`src/sv/egcd_pkg.sv`:
```
package egcd_pkg;
	localparam int DataWidth = 32;
	localparam int CntWidth = $clog2(DataWidth + 1);

	typedef struct packed {
		logic signed [DataWidth-1:0] operand_a;
		logic signed [DataWidth-1:0] operand_b;
	} egcd_in_t;

	typedef struct packed {
		logic signed [DataWidth-1:0] coef_s;
		logic signed [DataWidth-1:0] coef_t;
		logic signed [DataWidth-1:0] gcd_value;
		logic                        overflow;
	} egcd_out_t;

	// Classified work handed from the front to the back.
	typedef struct packed {
		logic                 a_neg;
		logic [DataWidth-1:0] a_mag;
		logic                 b_neg;
		logic [DataWidth-1:0] b_mag;
	} egcd_job_t;

	// Signed magnitude coefficient with saturation mark.
	typedef struct packed {
		logic                 neg;
		logic [DataWidth-1:0] mag;
		logic                 sat;
	} egcd_coef_t;

	function automatic logic [DataWidth-1:0] max_mag(input logic neg);
		logic [DataWidth-1:0] h;
		h = {1'b1, {(DataWidth-1){1'b0}}};
		return neg ? h : h - 1'b1;
	endfunction

	function automatic logic [DataWidth-1:0] to_field(input egcd_coef_t v);
		return v.neg ? (~v.mag + 1'b1) : v.mag;
	endfunction
endpackage

```
`src/sv/egcd_front.sv`:
```
module egcd_front import egcd_pkg::*; (
	input  logic      clk,
	input  logic      arst_n,
	input  egcd_in_t  in_word,
	input  logic      in_valid,
	output logic      in_ready,
	output egcd_job_t job,
	output logic      job_valid,
	input  logic      job_ready
);
	// Two-entry queue of classified jobs.
	egcd_job_t mem_q [2];
	logic      wp_q, rp_q;
	logic [1:0] cnt_q;
	egcd_job_t cj;

	always_comb begin
		cj.a_neg = in_word.operand_a[DataWidth-1];
		cj.a_mag = cj.a_neg ? (~in_word.operand_a + 1'b1) : in_word.operand_a;
		cj.b_neg = in_word.operand_b[DataWidth-1];
		cj.b_mag = cj.b_neg ? (~in_word.operand_b + 1'b1) : in_word.operand_b;
	end

	assign in_ready  = (cnt_q != 2'd2);
	assign job_valid = (cnt_q != 2'd0);
	assign job       = mem_q[rp_q];

	always_ff @(posedge clk) begin
		if (in_valid && in_ready) mem_q[wp_q] <= cj;
	end

	always_ff @(posedge clk or negedge arst_n) begin
		if (!arst_n) begin
			wp_q <= 1'b0; rp_q <= 1'b0; cnt_q <= 2'd0;
		end else begin
			if (in_valid && in_ready) wp_q <= ~wp_q;
			if (job_valid && job_ready) rp_q <= ~rp_q;
			cnt_q <= cnt_q + {1'b0, in_valid && in_ready} - {1'b0, job_valid && job_ready};
		end
	end
endmodule

```
`config.mk`:
```
export PLATFORM = sky130hd
export DESIGN_NAME = egcd_front
export DESIGN_NICKNAME = d
export VERILOG_FILES = /design/src/sv/egcd_pkg.sv /design/src/sv/egcd_front.sv
export SDC_FILE = /design/constraint.sdc
export NUM_CORES = 1
export LEC_CHECK = 0
export BUFFER_PORTS_ARGS = -buffer_cell sky130_fd_sc_hd__buf_4
export CORE_AREA = 2 2 128 130
export DETAILED_ROUTE_END_ITERATION = 8
export DIE_AREA = 0 0 130 132
export GPL_TIMING_DRIVEN = 0
export SLEW_MARGIN = 40
export SYNTH_ARGS = -nofsm -noshare
export SYNTH_HDL_FRONTEND = slang
export SYNTH_SLANG_ARGS = --single-unit
export TNS_END_PERCENT = 30
```
`constraint.sdc`:
```
create_clock -name clk -period 4.04 [get_ports clk]
set_input_delay 0.808 -clock clk [delete_from_list [all_inputs] [get_ports clk]]
set_output_delay 0.808 -clock clk [all_outputs]
set_load 0.01 [all_outputs]
```
==> impl_summary.txt <==
----------------------------------------------------
[Outcome]
  Result of the run ... finished clean

[GRT]
  Vias in the first global route ... 4,038
  Pin count of the biggest net entering global routing ... 36
  First-pass GRT wire length ... ~21,000 um
  GRT Util Overall ... 16.4%
  Initial antenna violation count ... 0
  Total gr overflow ... 0

[Timing]
  Setup TNS Final ... 0 ns
  Worst hold margin ... around 0.17 ns
  Pin slew with the least headroom to its limit ... 0.647 ns
  Final Hold Vio Count ... 0
  Finish-stage setup viols ... 0
  Max Freq ... between 300 and 400 MHz
  Max Clock Skew ... just under 0.005 ns
  Ratio of final minimum period to clock period ... between 80% and 90%
  Final count of pins violating max slew ... 0
  RSZ-0062 raised after global routing ... false
  Time the worst path needs with I/O delays and setup ... around 3.3 ns
  Slew margin rel. ... a little under three fifths

[Critical path]
  CP Max Fanout ... 10
  Startpoint Class ... register
  Endpoint kind of the worst setup timing path ... output port
  Critical Path Most Common Cell ... sky130_fd_sc_hd__clkbuf_1
  Path length in cells of the critical path ... 4
  End of the worst register-to-register path ... cnt_q[1]
  Worst Setup EP ... job[27]
  Bufs and invs on worst path ... 3
  Setup Crit Path Kind ... reg2out
  Launch point of the worst reg-to-reg path ... cnt_q[1]
  Cell type group with the largest total delay on the critical path ... buffers and inverters
  Length in cells of the worst reg-to-reg path ... 7
  Cell breakdown of the critical path ... clkbuf_1, clkbuf_1, mux2_2, buf_4
  WP data required ... 3.23 ns
  Cell at the slowest stage of the critical path ... sky130_fd_sc_hd__clkbuf_1
  Arrival time of data at the critical path endpoint ... approximately 2.5 ns
  Worst reg2reg setup slack ... approximately 2.2 ns
  CP max stage delay ... around 0.56 ns
  Beginning of the critical path ... rp_q

[Detailed routing]
  Drt total wl ... about 13,000 um
  Vias after detailed routing ... around 3,900
  Detailed-routing iteration count for the pre-antenna-repair pass ... 4
  DR WL/cell ... roughly 17 um
  Via density per instance ... about 5
  Initial DRC Count ... between 150 and 200
  Antenna violation net count after detailed routing ... 0
  DRC ... 0

[Min path]
  Path category of the worst min-delay check ... in2async

[Synth]
  Post-synth top cells ... 132 x sky130_fd_sc_hd__edfxtp_1, 66 x sky130_fd_sc_hd__mux2_2, 61 x sky130_fd_sc_hd__xnor2_1
  Share of synthesized area occupied by flip-flops and latches ... 65.4%
  Leading post-synthesis cells by cell area ... sky130_fd_sc_hd__edfxtp_1 64%, sky130_fd_sc_hd__mux2_2 12%, sky130_fd_sc_hd__xnor2_1 8.6%
  Post-synth top area cell ... sky130_fd_sc_hd__edfxtp_1
  Prevailing post-synth register cell ... sky130_fd_sc_hd__edfxtp_1
  Number of register bits inferred by synthesis ... roughly 140
  Net count after synthesis ... 470
  Leading cell type by number of instances after synthesis ... sky130_fd_sc_hd__edfxtp_1
  Synth top area share ... a little under two thirds
  Average footprint of a synthesized cell ... about 16 sq um
  EDFF count, synth ... around 130
  Share of synthesized flip-flops with an asynchronous set or reset ... approximately 2.9%
  Cell area after synthesis ... about 6200 sq um
  Post-Syn Instances ... 398
  Number of distinct library cells after synthesis ... 32
  Total of warnings raised by yosys ... 0

[Floorplanning]
  Die width ... ~130 um
  Floorplan die height ... between 100 and 150 um
  Number of I/O pins ... 136
  Row Count ... 46
  Area enclosed by the die boundary ... between 15,000 and 20,000 sq um
  Core Region ... between 15,000 and 20,000 sq um
  Initial Utilization ... approximately two fifths

[Clock tree]
  TritonCTS sink count ... 136
  CTS H-tree depth ... 4
  Later-pin clock latency in the skew report ... approximately 0.42 ns
  Count of hold-fix buffers inserted at cts ... 0
  Root Buffer Master ... sky130_fd_sc_hd__clkbuf_16
  Post-CTS sizing ... 0
  Clock buffers created by TritonCTS ... 17
  Clock-pin transition on the worst setup and hold timing paths ... 0.06 ns
  CTS tree ... yes
  Buffers inserted during post-CTS setup optimization ... 0
  Buffer depth of the longest clock path ... 2

[Power and ir drop]
  Flop pwr share ... roughly two fifths
  Power share of the clock group ... approximately a quarter
  Final Power ... about 0.0051 W
  Areal power density over the cells ... 630 nW/um^2
  Largest voltage drop on the vdd net ... ~0.3 mV
  Switching power ... 0.00148 W
  Leakage ... around 2.9 nW
  Logic pwr share ... around 35%
  Design internal power ... 0.00363 W
  Switching fraction of total power ... ~29%

[Cells and area]
  Layout Nets ... around 630
  Share of the core filled with cells in the final layout ... 51.6%
  Number of diodes ... 0
  Number of non-filler instances in the completed layout ... a little under 800
  Fraction of final layout cells with drive strength greater than 1 ... 42.5%
  Area growth syn-to-layout ... 30.5%

[Placement]
  Buffers added on ports ... 135
  Number of placed instances with taps included ... roughly 750
  Routability congestion estimate from global placement ... a little under 0.8
  Final HPWL from detailed placement ... 9630 um

[Run]
  Max-cap check violation count ... 0

----------------------------------------------------
cell families (layout without fill, tap and decap cells):
family	count (synthesis)	in the layout	synth area share (%)
AO/OA/AOI/OAI	49	49	5.80
XOR/XNOR	62	62	8.73
adder cells (fa/ha/maj)	4	4	0.805
buffers and inverters	21	192	1.41
flip-flops	136	136	65.4
multiplexers	66	66	12.0
AND/OR/NAND/NOR	60	60	5.94
stage by stage:
stage / instance area [sq um] / worst slack [ns]
floorplan: 6220 / 0.956
global placement: 7500 / -0.218
detailed placement: 7630 / 0.657
CTS: 8110 / 0.651
global route: 8110 / 0.581
finish: 8110 / 0.784
power groups by stage:
stage	registers, W	logic [W]	clock network [W]
floorplan	0.00206	0.000943	0
global placement	0.00209	0.00170	0
detailed placement	0.00207	0.00181	0
CTS	0.00204	0.00182	0.00133
global route	0.00207	0.00193	0.00138
finish	0.00204	0.00177	0.00130
worst min-delay path by stage:
| stage | start | endpoint | slack [ns] | cells after the start |
|---|---|---|---|---|
| after detailed placement | cnt_q[1] | cnt_q[1] | 0.49 | 1 |
| after global routing | arst_n | wp_q | 0.16 | 1 |
| after floorplan | cnt_q[1] | cnt_q[1] | 0.46 | 1 |
| after global placement | cnt_q[1] | cnt_q[1] | 0.48 | 1 |
| final | arst_n | wp_q | 0.17 | 1 |
| after CTS | arst_n | cnt_q[1] | 0.15 | 1 |
placed cells by master (no fill, tap or decap), drive strengths merged:
master / instances
or3: 10
clkbuf: 33
clkinv: 7
or4: 13
nor3: 1
nand2: 15
xnor2: 61
o41ai: 9
mux2: 66
or4b: 2
o21ai: 21
and2: 1
nand2b: 5
xor2: 1
nor4: 3
or2: 4
and3: 1
inv: 6
o31ai: 19
dfrtp: 4
edfxtp: 132
buf: 146
nor2: 4
nand4b: 1
ha: 4
routing by layer:
layer,GRT usage (%),wire length (um)
met5,0,0
met1,18.2,5360
met3,6.62,1040
met2,28.1,6870
met4,6.09,170
final cells by class:
type / count / area, sq um
multi-input combinational: 241 / 2080
timing repair buffer: 140 / 1130
buffer: 15 / 65.1
fill: 1399 / 7600
tap: 216 / 270
sequential: 136 / 4060
inverter: 6 / 22.5
clock inverter: 7 / 30.0
clock buffer: 24 / 452
state kept, by name, summed over array words and instances (netlist names):
register	cells
rp_q	1
cnt_q	2
mem_q	132
wp_q	1
worst reg2reg max path, cell delays in order, from the launching register on:
cell	delay, ns
sky130_fd_sc_hd__dfrtp_1	0.40
sky130_fd_sc_hd__or2_2	0.31
sky130_fd_sc_hd__and2_1	0.20
sky130_fd_sc_hd__ha_1	0.28
sky130_fd_sc_hd__inv_1	0.04
sky130_fd_sc_hd__ha_1	0.18
sky130_fd_sc_hd__xnor2_1	0.18
sky130_fd_sc_hd__xnor2_1	0.14
(Power assumes the default switching activity.)
